[config.mk]
export PLATFORM = sky130hd
export DESIGN_NAME = round_robin_thread_scheduler
export DESIGN_NICKNAME = d
export VERILOG_FILES = /design/src/hw/rtl/rrts_pkg.sv /design/src/hw/rtl/rrts_ram.sv /design/src/hw/rtl/rrts_ctrl.sv /design/src/hw/rtl/rrts_datapath.sv /design/src/hw/rtl/round_robin_thread_scheduler.sv
export SDC_FILE = /design/constraint.sdc
export NUM_CORES = 2
export LEC_CHECK = 0
export BUFFER_PORTS_ARGS = -buffer_cell sky130_fd_sc_hd__buf_2
export CAP_MARGIN = 10
export CORE_ASPECT_RATIO = 0.9
export CORE_MARGIN = 2
export CORE_UTILIZATION = 40
export CTS_BUF_LIST = sky130_fd_sc_hd__clkbuf_4
export CTS_CLUSTER_SIZE = 12
export DETAILED_ROUTE_END_ITERATION = 16
export HOLD_SLACK_MARGIN = 0.03
export SYNTH_ARGS = -nofsm -noshare
export SYNTH_HDL_FRONTEND = slang
export SYNTH_SLANG_ARGS = --single-unit
[constraint.sdc]
create_clock -name i_clk -period 4.5 [get_ports i_clk]
set_input_delay 0.225 -clock i_clk [delete_from_list [all_inputs] [get_ports i_clk]]
set_output_delay 0.225 -clock i_clk [all_outputs]
set_load 0.02 [all_outputs]
[src/hw/rtl/rrts_pkg.sv]
// Shared types, constants and helper functions of the round-robin thread scheduler.
package rrts_pkg;

    localparam int DEF_MAX_THREADS = 16;
    localparam int FUNC_W          = 3;
    localparam int TID_W           = 4;
    localparam int STATUS_W        = 3;
    localparam int VALUE_W         = 32;
    localparam int QLEN_W          = 20;
    localparam logic [QLEN_W-1:0] DEF_QUANTUM = 20'd1000;

    typedef enum logic [FUNC_W-1:0] {
        FN_TICK   = 3'd0,
        FN_SPAWN  = 3'd1,
        FN_TERM   = 3'd2,
        FN_BLOCK  = 3'd3,
        FN_RESUME = 3'd4,
        FN_LOCK   = 3'd5,
        FN_UNLOCK = 3'd6,
        FN_QUERY  = 3'd7
    } t_func;

    typedef enum logic [STATUS_W-1:0] {
        ST_OK        = 3'd0,
        ST_NO_THREAD = 3'd1,
        ST_FULL      = 3'd2,
        ST_MAIN_BLK  = 3'd3,
        ST_RELOCK    = 3'd4,
        ST_BAD_UNLK  = 3'd5,
        ST_SHUTDOWN  = 3'd6
    } t_status;

    typedef enum logic [3:0] {
        S_IDLE,
        S_DECODE,
        S_SCAN,
        S_DQ,
        S_SW_ENQ,
        S_SW_RD,
        S_SW_POP,
        S_SW_INC,
        S_QDATA,
        S_DONE
    } t_state;

    typedef enum logic [3:0] {
        CMD_NONE,
        CMD_ACCEPT,
        CMD_DECODE,
        CMD_SCAN,
        CMD_DQ,
        CMD_SW_ENQ,
        CMD_SW_RD,
        CMD_SW_POP,
        CMD_SW_INC,
        CMD_QDATA,
        CMD_FINISH
    } t_cmd;

    typedef struct packed {
        t_func func;
        logic  bad;
        logic  tid_zero;
        logic  expire;
        logic  held;
        logic  owner_cur;
        logic  queued_tid;
        logic  cur_tid;
        logic  scan_stop;
        logic  dq_done;
    } t_dp_status;

    function automatic logic [QLEN_W-1:0] reload(input logic [QLEN_W-1:0] len);
        reload = (len == '0) ? QLEN_W'(1) : len;
    endfunction

    function automatic logic [VALUE_W-1:0] sat_inc(input logic [VALUE_W-1:0] v);
        sat_inc = (v == '1) ? v : v + VALUE_W'(1);
    endfunction

endpackage

[src/hw/rtl/rrts_ram.sv]
// Generic single-write, single-read RAM with registered read data.
module rrts_ram #(
    parameter int WIDTH = 8,
    parameter int DEPTH = 16
) (
    input  logic                     i_clk,
    input  logic                     i_we,
    input  logic [$clog2(DEPTH)-1:0] i_waddr,
    input  logic [WIDTH-1:0]         i_wdata,
    input  logic [$clog2(DEPTH)-1:0] i_raddr,
    output logic [WIDTH-1:0]         o_rdata
);

    logic [WIDTH-1:0] r_mem [DEPTH];
    logic [WIDTH-1:0] r_rdata;

    always_ff @(posedge i_clk) begin
        if (i_we) begin
            r_mem[i_waddr] <= i_wdata;
        end
        r_rdata <= r_mem[i_raddr];
    end

    assign o_rdata = r_rdata;

endmodule

[src/hw/rtl/rrts_ctrl.sv]
// Controller state machine that sequences each scheduler command.
module rrts_ctrl (
    input  logic                   i_clk,
    input  logic                   i_rst_n,
    input  logic                   i_start,
    input  rrts_pkg::t_dp_status   i_stat,
    output rrts_pkg::t_cmd         o_cmd,
    output logic                   o_busy
);

    rrts_pkg::t_state r_state;
    rrts_pkg::t_state n_state;

    always_ff @(posedge i_clk) begin
        if (!i_rst_n) begin
            r_state <= rrts_pkg::S_IDLE;
        end else begin
            r_state <= n_state;
        end
    end

    always_comb begin
        n_state = r_state;
        o_cmd   = rrts_pkg::CMD_NONE;
        unique case (r_state)
            rrts_pkg::S_IDLE: begin
                if (i_start) begin
                    o_cmd   = rrts_pkg::CMD_ACCEPT;
                    n_state = rrts_pkg::S_DECODE;
                end
            end
            rrts_pkg::S_DECODE: begin
                o_cmd   = rrts_pkg::CMD_DECODE;
                n_state = rrts_pkg::S_DONE;
                unique case (i_stat.func)
                    rrts_pkg::FN_TICK: begin
                        if (i_stat.expire) begin
                            n_state = rrts_pkg::S_SW_ENQ;
                        end
                    end
                    rrts_pkg::FN_SPAWN: begin
                        n_state = rrts_pkg::S_SCAN;
                    end
                    rrts_pkg::FN_TERM: begin
                        priority if (i_stat.bad || i_stat.tid_zero) begin
                            n_state = rrts_pkg::S_DONE;
                        end else if (i_stat.queued_tid) begin
                            n_state = rrts_pkg::S_DQ;
                        end else if (i_stat.cur_tid) begin
                            n_state = rrts_pkg::S_SW_RD;
                        end else begin
                            n_state = rrts_pkg::S_DONE;
                        end
                    end
                    rrts_pkg::FN_BLOCK: begin
                        priority if (i_stat.bad || i_stat.tid_zero) begin
                            n_state = rrts_pkg::S_DONE;
                        end else if (i_stat.queued_tid) begin
                            n_state = rrts_pkg::S_DQ;
                        end else if (i_stat.cur_tid) begin
                            n_state = rrts_pkg::S_SW_ENQ;
                        end else begin
                            n_state = rrts_pkg::S_DONE;
                        end
                    end
                    rrts_pkg::FN_RESUME: begin
                        n_state = rrts_pkg::S_DONE;
                    end
                    rrts_pkg::FN_LOCK: begin
                        if (i_stat.held && !i_stat.owner_cur) begin
                            n_state = rrts_pkg::S_SW_ENQ;
                        end
                    end
                    rrts_pkg::FN_UNLOCK: begin
                        if (i_stat.held && i_stat.owner_cur) begin
                            n_state = rrts_pkg::S_SCAN;
                        end
                    end
                    rrts_pkg::FN_QUERY: begin
                        if (!i_stat.bad) begin
                            n_state = rrts_pkg::S_QDATA;
                        end
                    end
                    default: begin
                        n_state = rrts_pkg::S_DONE;
                    end
                endcase
            end
            rrts_pkg::S_SCAN: begin
                o_cmd = rrts_pkg::CMD_SCAN;
                if (i_stat.scan_stop) begin
                    n_state = rrts_pkg::S_DONE;
                end
            end
            rrts_pkg::S_DQ: begin
                o_cmd = rrts_pkg::CMD_DQ;
                if (i_stat.dq_done) begin
                    priority if (!i_stat.cur_tid) begin
                        n_state = rrts_pkg::S_DONE;
                    end else if (i_stat.func == rrts_pkg::FN_TERM) begin
                        n_state = rrts_pkg::S_SW_RD;
                    end else begin
                        n_state = rrts_pkg::S_SW_ENQ;
                    end
                end
            end
            rrts_pkg::S_SW_ENQ: begin
                o_cmd   = rrts_pkg::CMD_SW_ENQ;
                n_state = rrts_pkg::S_SW_RD;
            end
            rrts_pkg::S_SW_RD: begin
                o_cmd   = rrts_pkg::CMD_SW_RD;
                n_state = rrts_pkg::S_SW_POP;
            end
            rrts_pkg::S_SW_POP: begin
                o_cmd   = rrts_pkg::CMD_SW_POP;
                n_state = rrts_pkg::S_SW_INC;
            end
            rrts_pkg::S_SW_INC: begin
                o_cmd   = rrts_pkg::CMD_SW_INC;
                n_state = rrts_pkg::S_DONE;
            end
            rrts_pkg::S_QDATA: begin
                o_cmd   = rrts_pkg::CMD_QDATA;
                n_state = rrts_pkg::S_DONE;
            end
            rrts_pkg::S_DONE: begin
                o_cmd   = rrts_pkg::CMD_FINISH;
                n_state = rrts_pkg::S_IDLE;
            end
            default: begin
                n_state = rrts_pkg::S_IDLE;
            end
        endcase
    end

    assign o_busy = (r_state != rrts_pkg::S_IDLE);

`ifndef SYNTH
    a_done_to_idle: assert property (@(posedge i_clk) disable iff (!i_rst_n)
        (r_state == rrts_pkg::S_DONE) |=> (r_state == rrts_pkg::S_IDLE))
        else $error("finish state not followed by idle");
    a_accept_decode: assert property (@(posedge i_clk) disable iff (!i_rst_n)
        (o_cmd == rrts_pkg::CMD_ACCEPT) |=> (r_state == rrts_pkg::S_DECODE))
        else $error("accepted transaction not decoded");
    a_scan_exit: assert property (@(posedge i_clk) disable iff (!i_rst_n)
        (r_state == rrts_pkg::S_SCAN && i_stat.scan_stop) |=> (r_state == rrts_pkg::S_DONE))
        else $error("scan did not finish");
`endif

endmodule

[src/hw/rtl/rrts_datapath.sv]
// Datapath holding thread flags, ready queue, quanta store, mutex and tick counter.
module rrts_datapath #(
    parameter int MAX_THREADS = rrts_pkg::DEF_MAX_THREADS
) (
    input  logic                          i_clk,
    input  logic                          i_rst_n,
    input  rrts_pkg::t_cmd                i_cmd,
    output rrts_pkg::t_dp_status          o_stat,
    input  logic [rrts_pkg::FUNC_W-1:0]   i_func,
    input  logic [rrts_pkg::TID_W-1:0]    i_tid,
    input  logic                          i_cfg_we,
    input  logic [rrts_pkg::QLEN_W-1:0]   i_cfg_wdata,
    output logic [rrts_pkg::STATUS_W-1:0] o_status,
    output logic [rrts_pkg::VALUE_W-1:0]  o_value,
    output logic [rrts_pkg::TID_W-1:0]    o_running_id,
    output logic [rrts_pkg::VALUE_W-1:0]  o_total_quanta,
    output logic                          o_switched,
    output logic                          o_done
);

    localparam int ID_W  = $clog2(MAX_THREADS);
    localparam int CNT_W = ID_W + 1;
    localparam int SUM_W = ID_W + 2;
    localparam logic [CNT_W-1:0] MAX_CNT  = CNT_W'(MAX_THREADS);
    localparam logic [SUM_W-1:0] MAX_SUM  = SUM_W'(MAX_THREADS);
    localparam logic [ID_W-1:0]  LAST_ID  = ID_W'(MAX_THREADS - 1);
    localparam int VW = rrts_pkg::VALUE_W;

    rrts_pkg::t_func               r_func,      n_func;
    logic [rrts_pkg::TID_W-1:0]    r_tid,       n_tid;
    logic [MAX_THREADS-1:0]        r_exists,    n_exists;
    logic [MAX_THREADS-1:0]        r_blocked,   n_blocked;
    logic [MAX_THREADS-1:0]        r_waiting,   n_waiting;
    logic [MAX_THREADS-1:0]        r_queued,    n_queued;
    logic [MAX_THREADS-1:0]        r_qvalid,    n_qvalid;
    logic [ID_W-1:0]               r_head,      n_head;
    logic [CNT_W-1:0]              r_cnt,       n_cnt;
    logic                          r_held,      n_held;
    logic [ID_W-1:0]               r_owner,     n_owner;
    logic [ID_W-1:0]               r_cur,       n_cur;
    logic [VW-1:0]                 r_total,     n_total;
    logic [rrts_pkg::QLEN_W-1:0]   r_countdown, n_countdown;
    logic [rrts_pkg::QLEN_W-1:0]   r_qlen,      n_qlen;
    logic [CNT_W-1:0]              r_scan,      n_scan;
    logic [ID_W-1:0]               r_rd_ptr,    n_rd_ptr;
    logic [ID_W-1:0]               r_wr_ptr,    n_wr_ptr;
    logic [CNT_W-1:0]              r_k,         n_k;
    logic [CNT_W-1:0]              r_j,         n_j;
    logic                          r_pend,      n_pend;
    rrts_pkg::t_status             r_status,    n_status;
    logic [VW-1:0]                 r_value,     n_value;
    logic                          r_sw,        n_sw;
    logic                          r_done,      n_done;
    logic                          r_qv_ok,     r_q_is0;

    logic [ID_W-1:0]  tid_idx, scan_idx, c_new, tail, head_inc, rd_inc, wr_inc, enq_id;
    logic [SUM_W-1:0] tail_sum;
    logic             valid, scan_end, scan_hit, enq_en, dq_issue;
    logic             q_we;
    logic [ID_W-1:0]  q_waddr, q_wdata, q_raddr, q_rdata;
    logic             qt_we;
    logic [ID_W-1:0]  qt_waddr, qt_raddr;
    logic [VW-1:0]    qt_wdata, qt_rdata, qread;

    assign tid_idx  = ID_W'(r_tid);
    assign valid    = (32'(r_tid) < 32'(MAX_THREADS)) && r_exists[tid_idx];
    assign scan_idx = r_scan[ID_W-1:0];
    assign scan_end = (r_scan == MAX_CNT);
    assign scan_hit = !scan_end && ((r_func == rrts_pkg::FN_SPAWN) ? !r_exists[scan_idx] :
                      (r_waiting[scan_idx] && r_exists[scan_idx] && !r_blocked[scan_idx]));
    assign tail_sum = {2'b00, r_head} + {1'b0, r_cnt};
    assign tail     = (tail_sum >= MAX_SUM) ? ID_W'(tail_sum - MAX_SUM) : ID_W'(tail_sum);
    assign head_inc = (r_head == LAST_ID) ? '0 : r_head + ID_W'(1);
    assign rd_inc   = (r_rd_ptr == LAST_ID) ? '0 : r_rd_ptr + ID_W'(1);
    assign wr_inc   = (r_wr_ptr == LAST_ID) ? '0 : r_wr_ptr + ID_W'(1);
    assign dq_issue = (r_k < r_cnt);
    assign c_new    = (r_cnt != '0) ? q_rdata : (!r_exists[r_cur] ? '0 : r_cur);
    assign qread    = r_qv_ok ? qt_rdata : (r_q_is0 ? VW'(1) : '0);

    always_comb begin
        o_stat.func       = r_func;
        o_stat.bad        = !valid;
        o_stat.tid_zero   = (r_tid == '0);
        o_stat.expire     = (r_countdown <= rrts_pkg::QLEN_W'(1));
        o_stat.held       = r_held;
        o_stat.owner_cur  = (r_owner == r_cur);
        o_stat.queued_tid = r_queued[tid_idx];
        o_stat.cur_tid    = (r_cur == tid_idx);
        o_stat.scan_stop  = scan_end || scan_hit;
        o_stat.dq_done    = !dq_issue && !r_pend;
    end

    always_comb begin
        n_func = r_func;       n_tid = r_tid;         n_exists = r_exists;
        n_blocked = r_blocked; n_waiting = r_waiting; n_queued = r_queued;
        n_qvalid = r_qvalid;   n_head = r_head;       n_cnt = r_cnt;
        n_held = r_held;       n_owner = r_owner;     n_cur = r_cur;
        n_total = r_total;     n_countdown = r_countdown;
        n_qlen = r_qlen;       n_scan = r_scan;       n_rd_ptr = r_rd_ptr;
        n_wr_ptr = r_wr_ptr;   n_k = r_k;             n_j = r_j;
        n_pend = r_pend;       n_status = r_status;   n_value = r_value;
        n_sw = r_sw;           n_done = 1'b0;
        enq_en = 1'b0;         enq_id = '0;
        q_we = 1'b0;           q_waddr = r_wr_ptr;    q_wdata = q_rdata;
        q_raddr = r_head;
        qt_we = 1'b0;          qt_waddr = r_cur;      qt_wdata = rrts_pkg::sat_inc(qread);
        qt_raddr = tid_idx;

        if (i_cfg_we) begin
            n_qlen      = i_cfg_wdata;
            n_countdown = rrts_pkg::reload(i_cfg_wdata);
        end

        unique case (i_cmd)
            rrts_pkg::CMD_NONE: begin
            end
            rrts_pkg::CMD_ACCEPT: begin
                n_func = rrts_pkg::t_func'(i_func);
                n_tid  = i_tid;
            end
            rrts_pkg::CMD_DECODE: begin
                n_status = rrts_pkg::ST_OK;
                n_value  = '0;
                n_sw     = 1'b0;
                n_scan   = '0;
                n_rd_ptr = r_head;
                n_wr_ptr = r_head;
                n_k      = '0;
                n_j      = '0;
                n_pend   = 1'b0;
                unique case (r_func)
                    rrts_pkg::FN_TICK: begin
                        if (r_countdown <= rrts_pkg::QLEN_W'(1)) begin
                            n_countdown = rrts_pkg::reload(r_qlen);
                        end else begin
                            n_countdown = r_countdown - rrts_pkg::QLEN_W'(1);
                        end
                    end
                    rrts_pkg::FN_SPAWN: begin
                    end
                    rrts_pkg::FN_TERM: begin
                        priority if (!valid) begin
                            n_status = rrts_pkg::ST_NO_THREAD;
                        end else if (r_tid == '0) begin
                            n_status    = rrts_pkg::ST_SHUTDOWN;
                            n_exists    = '0;
                            n_exists[0] = 1'b1;
                            n_blocked   = '0;
                            n_waiting   = '0;
                            n_queued    = '0;
                            n_qvalid    = '0;
                            n_cnt       = '0;
                            n_held      = 1'b0;
                            n_owner     = '0;
                            n_cur       = '0;
                            n_total     = VW'(1);
                            n_countdown = rrts_pkg::reload(r_qlen);
                        end else begin
                            n_waiting[tid_idx] = 1'b0;
                            n_exists[tid_idx]  = 1'b0;
                            n_blocked[tid_idx] = 1'b0;
                            if (r_held && r_owner == tid_idx) begin
                                n_held  = 1'b0;
                                n_owner = '0;
                            end
                        end
                    end
                    rrts_pkg::FN_BLOCK: begin
                        priority if (!valid) begin
                            n_status = rrts_pkg::ST_NO_THREAD;
                        end else if (r_tid == '0) begin
                            n_status = rrts_pkg::ST_MAIN_BLK;
                        end else begin
                            n_blocked[tid_idx] = 1'b1;
                        end
                    end
                    rrts_pkg::FN_RESUME: begin
                        if (!valid) begin
                            n_status = rrts_pkg::ST_NO_THREAD;
                        end else if (r_blocked[tid_idx]) begin
                            n_blocked[tid_idx] = 1'b0;
                            enq_en = 1'b1;
                            enq_id = tid_idx;
                        end
                    end
                    rrts_pkg::FN_LOCK: begin
                        priority if (!r_held) begin
                            n_held  = 1'b1;
                            n_owner = r_cur;
                        end else if (r_owner == r_cur) begin
                            n_status = rrts_pkg::ST_RELOCK;
                        end else begin
                            n_waiting[r_cur] = 1'b1;
                        end
                    end
                    rrts_pkg::FN_UNLOCK: begin
                        if (!r_held || r_owner != r_cur) begin
                            n_status = rrts_pkg::ST_BAD_UNLK;
                        end else begin
                            n_held  = 1'b0;
                            n_owner = '0;
                        end
                    end
                    rrts_pkg::FN_QUERY: begin
                        if (!valid) begin
                            n_status = rrts_pkg::ST_NO_THREAD;
                        end
                    end
                    default: begin
                    end
                endcase
            end
            rrts_pkg::CMD_SCAN: begin
                priority if (scan_end) begin
                    if (r_func == rrts_pkg::FN_SPAWN) begin
                        n_status = rrts_pkg::ST_FULL;
                    end
                end else if (scan_hit) begin
                    enq_en = 1'b1;
                    enq_id = scan_idx;
                    if (r_func == rrts_pkg::FN_SPAWN) begin
                        n_exists[scan_idx]  = 1'b1;
                        n_blocked[scan_idx] = 1'b0;
                        n_waiting[scan_idx] = 1'b0;
                        n_qvalid[scan_idx]  = 1'b0;
                        n_value             = VW'(scan_idx);
                    end
                end else begin
                    n_scan = r_scan + CNT_W'(1);
                end
            end
            rrts_pkg::CMD_DQ: begin
                q_raddr = r_rd_ptr;
                n_pend  = dq_issue;
                if (dq_issue) begin
                    n_rd_ptr = rd_inc;
                    n_k      = r_k + CNT_W'(1);
                end
                if (r_pend && q_rdata != tid_idx) begin
                    q_we     = 1'b1;
                    n_wr_ptr = wr_inc;
                    n_j      = r_j + CNT_W'(1);
                end
                if (!dq_issue && !r_pend) begin
                    n_cnt             = r_j;
                    n_queued[tid_idx] = 1'b0;
                end
            end
            rrts_pkg::CMD_SW_ENQ: begin
                if (!r_blocked[r_cur] && !r_waiting[r_cur]) begin
                    enq_en = 1'b1;
                    enq_id = r_cur;
                end
            end
            rrts_pkg::CMD_SW_RD: begin
                q_raddr = r_head;
            end
            rrts_pkg::CMD_SW_POP: begin
                qt_raddr = c_new;
                if (r_cnt != '0) begin
                    n_head            = head_inc;
                    n_cnt             = r_cnt - CNT_W'(1);
                    n_queued[q_rdata] = 1'b0;
                end
                n_cur = c_new;
                if (r_waiting[c_new] && !r_held) begin
                    n_held           = 1'b1;
                    n_owner          = c_new;
                    n_waiting[c_new] = 1'b0;
                end
            end
            rrts_pkg::CMD_SW_INC: begin
                qt_we            = 1'b1;
                n_qvalid[r_cur]  = 1'b1;
                n_total          = rrts_pkg::sat_inc(r_total);
                n_sw             = 1'b1;
            end
            rrts_pkg::CMD_QDATA: begin
                n_value = qread;
            end
            rrts_pkg::CMD_FINISH: begin
                n_done = 1'b1;
            end
            default: begin
            end
        endcase

        if (enq_en && !r_queued[enq_id]) begin
            q_we             = 1'b1;
            q_waddr          = tail;
            q_wdata          = enq_id;
            n_queued[enq_id] = 1'b1;
            n_cnt            = r_cnt + CNT_W'(1);
        end
    end

    always_ff @(posedge i_clk) begin
        if (!i_rst_n) begin
            r_exists    <= MAX_THREADS'(1);
            r_blocked   <= '0;
            r_waiting   <= '0;
            r_queued    <= '0;
            r_qvalid    <= '0;
            r_head      <= '0;
            r_cnt       <= '0;
            r_held      <= 1'b0;
            r_owner     <= '0;
            r_cur       <= '0;
            r_total     <= VW'(1);
            r_countdown <= rrts_pkg::DEF_QUANTUM;
            r_qlen      <= rrts_pkg::DEF_QUANTUM;
            r_scan      <= '0;
            r_k         <= '0;
            r_pend      <= 1'b0;
            r_done      <= 1'b0;
        end else begin
            r_exists    <= n_exists;
            r_blocked   <= n_blocked;
            r_waiting   <= n_waiting;
            r_queued    <= n_queued;
            r_qvalid    <= n_qvalid;
            r_head      <= n_head;
            r_cnt       <= n_cnt;
            r_held      <= n_held;
            r_owner     <= n_owner;
            r_cur       <= n_cur;
            r_total     <= n_total;
            r_countdown <= n_countdown;
            r_qlen      <= n_qlen;
            r_scan      <= n_scan;
            r_k         <= n_k;
            r_pend      <= n_pend;
            r_done      <= n_done;
        end
    end

    always_ff @(posedge i_clk) begin
        r_func   <= n_func;
        r_tid    <= n_tid;
        r_rd_ptr <= n_rd_ptr;
        r_wr_ptr <= n_wr_ptr;
        r_j      <= n_j;
        r_status <= n_status;
        r_value  <= n_value;
        r_sw     <= n_sw;
        r_qv_ok  <= r_qvalid[qt_raddr];
        r_q_is0  <= (qt_raddr == '0);
    end

    rrts_ram #(.WIDTH(ID_W), .DEPTH(MAX_THREADS)) u_ready_q (
        .i_clk   (i_clk),
        .i_we    (q_we),
        .i_waddr (q_waddr),
        .i_wdata (q_wdata),
        .i_raddr (q_raddr),
        .o_rdata (q_rdata)
    );

    rrts_ram #(.WIDTH(VW), .DEPTH(MAX_THREADS)) u_quanta (
        .i_clk   (i_clk),
        .i_we    (qt_we),
        .i_waddr (qt_waddr),
        .i_wdata (qt_wdata),
        .i_raddr (qt_raddr),
        .o_rdata (qt_rdata)
    );

    assign o_status       = r_status;
    assign o_value        = r_value;
    assign o_running_id   = rrts_pkg::TID_W'(r_cur);
    assign o_total_quanta = r_total;
    assign o_switched     = r_sw;
    assign o_done         = r_done;

`ifndef SYNTH
    a_count_matches: assert property (@(posedge i_clk) disable iff (!i_rst_n)
        $countones(r_queued) == int'(r_cnt))
        else $error("ready count differs from queued flags");
    a_main_exists: assert property (@(posedge i_clk) disable iff (!i_rst_n)
        r_exists[0])
        else $error("main thread slot lost");
    a_done_single: assert property (@(posedge i_clk) disable iff (!i_rst_n)
        r_done |=> !r_done)
        else $error("result strobe longer than one cycle");
`endif

endmodule

[src/hw/rtl/round_robin_thread_scheduler.sv]
// Top level of the round-robin thread scheduler with one mutex.
// Each command is decoded, then finished with the result strobe; a switch adds the enqueue,
// read, pop and increment states (terminate skips enqueue). Ready queue removal first walks the
// queue; free slot and waiter scans test one slot per cycle. Commands are handled one at a time.
// Results are strobed for one cycle on o_done and cannot be stalled by the receiver.
// Synchronous active-low reset restores slot zero as the sole running thread, quantum 1000.
module round_robin_thread_scheduler #(
    parameter int MAX_THREADS = rrts_pkg::DEF_MAX_THREADS
) (
    input  logic                          i_clk,
    input  logic                          i_rst_n,
    input  logic                          start,
    output logic                          busy,
    input  logic [rrts_pkg::FUNC_W-1:0]   i_func,
    input  logic [rrts_pkg::TID_W-1:0]    i_target_thread,
    input  logic                          i_cfg_we,
    input  logic [rrts_pkg::QLEN_W-1:0]   i_cfg_wdata,
    output logic                          o_done,
    output logic [rrts_pkg::STATUS_W-1:0] o_status,
    output logic [rrts_pkg::VALUE_W-1:0]  o_value,
    output logic [rrts_pkg::TID_W-1:0]    o_running_id,
    output logic [rrts_pkg::VALUE_W-1:0]  o_total_quanta,
    output logic                          o_switched
);

    rrts_pkg::t_cmd       cmd;
    rrts_pkg::t_dp_status stat;

    rrts_ctrl u_ctrl (
        .i_clk   (i_clk),
        .i_rst_n (i_rst_n),
        .i_start (start),
        .i_stat  (stat),
        .o_cmd   (cmd),
        .o_busy  (busy)
    );

    rrts_datapath #(.MAX_THREADS(MAX_THREADS)) u_dp (
        .i_clk          (i_clk),
        .i_rst_n        (i_rst_n),
        .i_cmd          (cmd),
        .o_stat         (stat),
        .i_func         (i_func),
        .i_tid          (i_target_thread),
        .i_cfg_we       (i_cfg_we),
        .i_cfg_wdata    (i_cfg_wdata),
        .o_status       (o_status),
        .o_value        (o_value),
        .o_running_id   (o_running_id),
        .o_total_quanta (o_total_quanta),
        .o_switched     (o_switched),
        .o_done         (o_done)
    );

endmodule

Word-level counts from Yosys, hierarchy flattened --
Memory sizes are Yosys's and may differ from the RTL's. A register that Yosys moved wholly into a read port is not among the register bits. Cells that the tools add are included.
Storage, ports and cells: memory bits (writable) 576, input port bits 31, bits in registers 244, memories 2
Memory list:
- u_dp.u_quanta.r_mem | depth 16, width 32, rd ports 1, clocked after memory_dff 1, wr ports 1, RTL line rrts_ram.sv:14 | logic [WIDTH-1:0] r_mem [DEPTH];
- u_dp.u_ready_q.r_mem | depth 16, width 4, rd ports 1, clocked after memory_dff 1, wr ports 1, RTL line rrts_ram.sv:14
Cells by class: bitwise logic cells 18, mux-type cells 202, reduce and logical (&&, ||, !) cells 65, eq/ne operators 69, order comparisons 16, add/sub/neg operators 13
Operators with widths (number):
- $mux W16 | 35
- $mux W32 | 9
- $pmux W16 S3 | 4
- $mux W4 | 40
- $and A16 B16 Y16 | 9
- $mux W20 | 7
- $pmux W16 S2 | 3
- $pmux W32 S3 | 1
- $or A16 B16 Y16 | 5
- $add A32 B1 Y32 const B | 2
- $eq A32 B32 Y1 const B | 2
- $not A16 Y16 | 4
- $pmux W32 S2 | 1
- $pmux W4 S8 | 2
- $mux W5 | 10
- $bmux W1 S4 | 12
- $mux W1 | 44
- $logic_not A20 Y1 | 2
- $pmux W20 S2 | 1
- $pmux W4 S10 | 1
- $lt A4 B5 Y1 const B | 7
- $eq A4 B4 Y1 const B | 8
- $pmux W4 S2 | 4
- $pmux W5 S2 | 3
- 53 further kinds | 167

Longest topological paths before layout --
depth in word-level cells 16, depth in mapped cells 17, mapped depth without buffers 13

Cells and area by module --
From an unflattened synthesis, not the netlist that was laid out.
Unflattened totals: cell total of the unflattened synthesis 2920, area, all modules 38549.5 µm²
By module, submodules not included:
- rrts_ram at u_dp.u_quanta | cells an instance 838, seq. area each 16015.4 µm², area each 19835.3 µm², times used 1
- rrts_datapath | cells an instance 1872, seq. area each 5365.1 µm², area each 15458.6 µm², times used 1
- rrts_ram at u_dp.u_ready_q | cells an instance 130, seq. area each 2001.9 µm², area each 2666.3 µm², times used 1
- rrts_ctrl | cells an instance 80, seq. area each 80.1 µm², area each 589.3 µm², times used 1

Worst setup path before layout --
No wires, ideal clock.
path kind flip-flop to flip-flop, start point register u_dp.r_scan[0], end point memory u_dp.u_ready_q.r_mem[0][0] (netlist bit), data pin, setup slack 0.392 ns, setup time 0.291 ns, cell stages (with the launch flop) 14, arrival time 3.817 ns, data required time 4.209 ns, path through dfxtp_1 clkbuf_1 mux4_2 a2111oi_0 nand4_1 o21ai_2 a31o_1 buf_6 mux2_4 o211a_1 nand4bb_4 buf_6 buf_2 a21oi_1
Between the ends: cells in the longest elaborated chain, start to end 14, elaborated cells on any way between the ends 25, those cells by class 1 x eq/ne; 16 x mux; 8 x reduce/logical
Ends and longest elaborated chain:
- start: declaration | RTL line rrts_datapath.sv:44 | logic [CNT_W-1:0] r_scan, n_scan;
- start signal: assignment | RTL line rrts_datapath.sv:330 | r_scan <= n_scan;
- $bmux W1 S4, on equally long branches | RTL line rrts_datapath.sv:70, rrts_datapath.sv:69
- $mux W1, on equally long branches | RTL line rrts_datapath.sv:70, rrts_datapath.sv:69
- $logic_and A1 B1 Y1 / $logic_not A1 Y1 (equally long branches) | RTL line rrts_datapath.sv:70 | (r_waiting[scan_idx] && r_exists[scan_idx] && !r_blocked[scan_idx]));
- $logic_and A1 B1 Y1 | RTL line rrts_datapath.sv:70
- $mux W1 | RTL line rrts_datapath.sv:69 | assign scan_hit = !scan_end && ((r_func == rrts_pkg::FN_SPAWN) ? !r_exists[scan_idx] :
- $logic_and A1 B1 Y1 | RTL line rrts_datapath.sv:69
- $mux W4 | RTL line rrts_datapath.sv:218 | end else if (scan_hit) begin
- $mux W4 | RTL line rrts_datapath.sv:214 | priority if (scan_end) begin
- $pmux W4 S3 | RTL line rrts_datapath.sv:114 | unique case (i_cmd)
- $bmux W1 S4 | RTL line rrts_datapath.sv:288 | if (enq_en && !r_queued[enq_id]) begin
- $mux W1 (implied by the code) | RTL line rrts_datapath.sv:288
- $logic_not A1 Y1 | RTL line rrts_datapath.sv:288
- $logic_and A1 B1 Y1 | RTL line rrts_datapath.sv:288
- $mux W4 (*) | RTL line rrts_datapath.sv:288
- net u_dp.q_wdata[0] | RTL line rrts_datapath.sv:60 | logic [ID_W-1:0] q_waddr, q_wdata, q_raddr, q_rdata;
- end: declaration | RTL line rrts_ram.sv:14
The timed path passes the listed nets; every way through them passes the cells marked *. The select of a mux whose other input is x is not followed.

Final worst setup path --
start point register u_dp.r_tid[1] (netlist bit), end point memory u_dp.u_ready_q.r_mem[10][1] (netlist bit) (enable)
Between the ends: cells in the longest elaborated chain, start to end 13, elaborated cells on any way between the ends 24, those cells by class 1 x eq/ne; 20 x mux; 3 x reduce/logical
Ends and longest elaborated chain:
- start: declaration | RTL line rrts_datapath.sv:30 | logic [rrts_pkg::TID_W-1:0] r_tid, n_tid;
- start signal: assignment | RTL line rrts_datapath.sv:339 | r_tid <= n_tid;
- $bmux W1 S4 | RTL line rrts_datapath.sv:180 | end else if (r_blocked[tid_idx]) begin
- $mux W1 (implied by the code) | RTL line rrts_datapath.sv:180
- $mux W4 | RTL line rrts_datapath.sv:180
- $mux W4 | RTL line rrts_datapath.sv:178 | if (!valid) begin
- $mux W4 | RTL line rrts_datapath.sv:131 | unique case (r_func)
- $pmux W4 S3 | RTL line rrts_datapath.sv:114
- $bmux W1 S4 | RTL line rrts_datapath.sv:288
- $mux W1 (implied by the code) | RTL line rrts_datapath.sv:288
- $logic_not A1 Y1 | RTL line rrts_datapath.sv:288
- $logic_and A1 B1 Y1 | RTL line rrts_datapath.sv:288
- $mux W1 | RTL line rrts_datapath.sv:288
- $mux W1 | RTL line rrts_ram.sv:18 | if (i_we) begin
- $mux W1 (implied by the code) | RTL line rrts_ram.sv:19 | r_mem[i_waddr] <= i_wdata;
Several ways; a longest one is shown, not always the timed one. The select of a mux whose other input is x is not followed.

==> flow_summary.ini <==
[run_status]
outcome = finished clean

[clocking]
cts_max_level = 4
max-clock-path-buffers = 3
root_buffer = clkbuf_4
clk_latency_ns = 1.15
clkTransAtPathRegs_ns = 0.06
numCtsBuffers = 217
cts_tree = built
clkSinkCount = 856

[place]
gp_congestion = 0.956
port_buffers = 104
dpl_cell_area_um2 = 41100
place_hpwl_um = 69900
pre_cts_ws_ns = 0.241

[sta]
hold_viol_final = 0
tns_ns = 0
setup_slack_ns = 0.256
setup-violations-final = 0
period_minus_slack_ns = 4.24
worst_slew_pin_slew_ns = 1.27
rsz0062_at_grt = no
relSlewSlack = 0.149
max_freq_mhz = 236
drv_slew = 0
whs_ns = 0.147
period_share = 0.943
finClkSkew_ns = 0.0826

[logic_synthesis]
synth_fa_ha_area_frac = 0.00801
synthDistinctLibCells = 82
syn-num-nets = 2976
synth_top_family_by_area = multiplexers
synth-compound-area-share = 0.104
ys_seq_elements = 856
synth_edf_count = 632
synth.avg_cell_area_um2 = 13.2
synth-simple-area-share = 0.105
synth_flop_cell = edfxtp_1
synthXorXnorAreaFrac = 0.0235
async_flop_share = 0
yosys_warnings = 0
ys_seq_area_frac = 0.611
synth_mux_area_frac = 0.124
synthCells = 2921
syn-cell-area_um2 = 38400

[drt]
drc = 0
post_drt_wl_per_cell_um = 23.7
firstDrtPassIters = 7
vias = 27500
wl_um = 112000
avgViaCountPerCell = 5.82
dr.first_iter.drc_count = 3028
antenna_left = 0

[power]
p_leak_nw = 15.6
power_density_nw_per_um2 = 398
power.total_w = 0.0180
ir_drop_uv = 242

[worst_setup_path]
critical_path.startpoint_type = flop
cp.arrival_ns = 5.04
critPathCaptureType = flop
r2r_cells = 12
regToRegSetupSlack_ns = 0.26
critPathKind = reg -> reg
cp_max_fo = 14
required_ns = 5.30
r2r_end = u_dp.u_ready_q.r_mem[10][1]$_DFFE_PP_
r2r-start = u_dp.r_tid[1]$_DFFE_PN_

[floorplan]
io_pins = 105
fp.dieH_um = 298
die_area_um2 = 98500
dieWidth_um = 331
row_count = 107
core-area_um2 = 94900
start_util = 0.405

[worst_hold_path]
worst_hold_path.endpoint = u_dp.r_countdown[18]$_SDFF_PN0_
hp-class = in -> reg
whs_path_depth = 5
min_from = i_cfg_wdata[18]

[cells_and_area]
fillers = 8354
final_common_cell = edfxtp_1
drive_gt1_frac = 0.249
area_growth_pct = 17.5
fin_area_um2 = 45100
nets = 3341
mostFrequentLayoutCells = 632 x edfxtp_1, 332 x clkbuf_4, 228 x nand2_1

[global_route]
grt_pass1_wl_um = 169000
grt_pass1_vias = 27500
grt_usage = 0.227
antenna_found_initial = 3
grt_overflow = 0
grt_start_max_net_pins = 74

[job]
drv_cap = 0
## worst max-delay path by stage
| stage | from | endpoint | slack [ns] | cells after the start |
|---|---|---|---|---|
| finish | u_dp.r_tid[1]$_DFFE_PN_ | u_dp.u_ready_q.r_mem[10][1]$_DFFE_PP_ | 0.26 | 12 |
| global route | u_dp.r_tid[1]$_DFFE_PN_ | u_dp.u_ready_q.r_mem[8][1]$_DFFE_PP_ | 0.0004 | 15 |
| CTS | u_dp.r_scan[1]$_SDFFE_PN0P_ | u_dp.u_ready_q.r_mem[9][3]$_DFFE_PP_ | 0.23 | 10 |
| detailed placement | u_dp.o_running_id[0]$_SDFFE_PN0P_ | u_dp.u_quanta.o_rdata[5]$_DFF_P_ | 0.24 | 11 |
| global placement | u_dp.r_scan[0]$_SDFFE_PN0P_ | u_dp.u_ready_q.r_mem[13][3]$_DFFE_PP_ | 0.31 | 12 |
| floorplan | u_dp.r_scan[0]$_SDFFE_PN0P_ | u_dp.u_ready_q.r_mem[0][0]$_DFFE_PP_ | 0.39 | 13 |
## logic make-up (layout without fill, tap and decap cells)
family,Yosys count,after routing
buffers and inverters,229,775
adder cells (fa/ha/maj),24,24
AO/OA/AOI/OAI,623,623
multiplexers,259,259
other,0,7
flip-flops,856,856
XOR/XNOR,103,103
AND/OR/NAND/NOR,827,827
## cells in the mapped netlist (9+ instances only)
| cell | number | area share |
|---|---|---|
| inv_1 | 35 | 0.0034 |
| nand4_1 | 22 | 0.0036 |
| a31oi_1 | 55 | 0.0090 |
| mux4_2 | 170 | 0.10 |
| dfxtp_1 | 224 | 0.12 |
| nand2_1 | 228 | 0.022 |
| buf_4 | 12 | 0.0023 |
| o211ai_1 | 24 | 0.0047 |
| o21ai_0 | 171 | 0.022 |
| xor2_1 | 56 | 0.013 |
| a21o_1 | 10 | 0.0020 |
| a22oi_1 | 25 | 0.0049 |
| ha_1 | 23 | 0.0075 |
| nor4_1 | 18 | 0.0029 |
| or3_1 | 35 | 0.0057 |
| mux2i_1 | 71 | 0.018 |
| buf_2 | 15 | 0.0020 |
| a31o_2 | 12 | 0.0027 |
| a21oi_1 | 146 | 0.019 |
| and3_1 | 32 | 0.0052 |
| and2_1 | 80 | 0.013 |
| nand3b_1 | 9 | 0.0018 |
| xnor2_1 | 47 | 0.011 |
| nand3_1 | 57 | 0.0074 |
| a211oi_1 | 43 | 0.0084 |
| mux2_2 | 14 | 0.0041 |
| nor2_1 | 216 | 0.021 |
| nor3_1 | 46 | 0.0060 |
| edfxtp_1 | 632 | 0.49 |
| o221a_2 | 16 | 0.0047 |
| clkbuf_1 | 145 | 0.014 |
| buf_1 | 16 | 0.0016 |
| nor2b_1 | 24 | 0.0039 |
| o221ai_1 | 11 | 0.0025 |
| nand2b_1 | 23 | 0.0037 |
| o22a_1 | 12 | 0.0027 |
| o22ai_1 | 13 | 0.0021 |
## power by group
part	leakage [nW]	switching, W	internal [W]
logic	6.26	0.00130	0.000783
clock network	1.72	0.00328	0.00356
registers	7.64	0.000237	0.00879
total	15.6	0.00482	0.0131
## registers in the layout, summed over array words and instances, names as in the netlist, 5 cells and up, named ones only
name	count
u_dp.r_cnt	5
u_dp.r_queued	16
u_dp.u_quanta.r_mem	512
u_dp.r_qvalid	16
u_dp.r_scan	5
u_dp.u_quanta.o_rdata	32
u_dp.u_ready_q.r_mem	64
u_dp.r_blocked	15
u_dp.o_value	32
u_dp.r_k	5
u_dp.r_qlen	20
u_dp.r_exists	16
u_dp.r_j	5
u_dp.r_countdown	20
u_dp.o_total_quanta	32
u_dp.r_waiting	16
## metrics by stage
stage	util	cells
after floorplan	-	2921
after global placement	0.433	4214
after detailed placement	0.433	4214
after CTS	0.474	4712
after global routing	0.476	4727
final	0.476	4727
## routing by layer
layer,vias to the layer above,GRT usage,part of all wire
met5,-,0,0
met4,0,0.0792,0.027
met3,224,0.0525,0.080
met2,1264,0.343,0.46
met1,13900,0.320,0.44
li1,12100,-,-
## what timing repair did
| item | CTS | global route |
|---|---|---|
| gates resized for setup | 0 | 6 |
| endpoints found under the setup margin | 0 | 82 |
| setup buffers | 0 | 1 |
| hold buffers | 98 | 0 |
| hold endpoints to repair | 129 | 0 |
## final cells by class
class	instances	area [um2]	share of cell area
flip-flops and latches	856	23500	0.520
multi-input cells	1836	14200	0.315
repair buffers	339	2800	0.0620
clock buffers	332	2490	0.0552
well taps	1253	1570	0.0347
clock inverters	68	433	0.00959
inverters	36	136	0.00302
diodes	7	17.5	0.000388
## critical path, stage by stage (launching register included)
cell	delay, ns
edfxtp_1	0.69
buf_4	0.26
mux4_2	0.19
mux2i_1	0.07
mux2_4	0.35
a21oi_2	0.29
a32o_1	0.27
a31o_1	0.22
mux2_4	0.32
o211a_1	0.24
nand4bb_4	0.38
and2b_1	0.35
a2bb2o_1	0.28
Note: power is estimated with default switching activity, not from simulation.
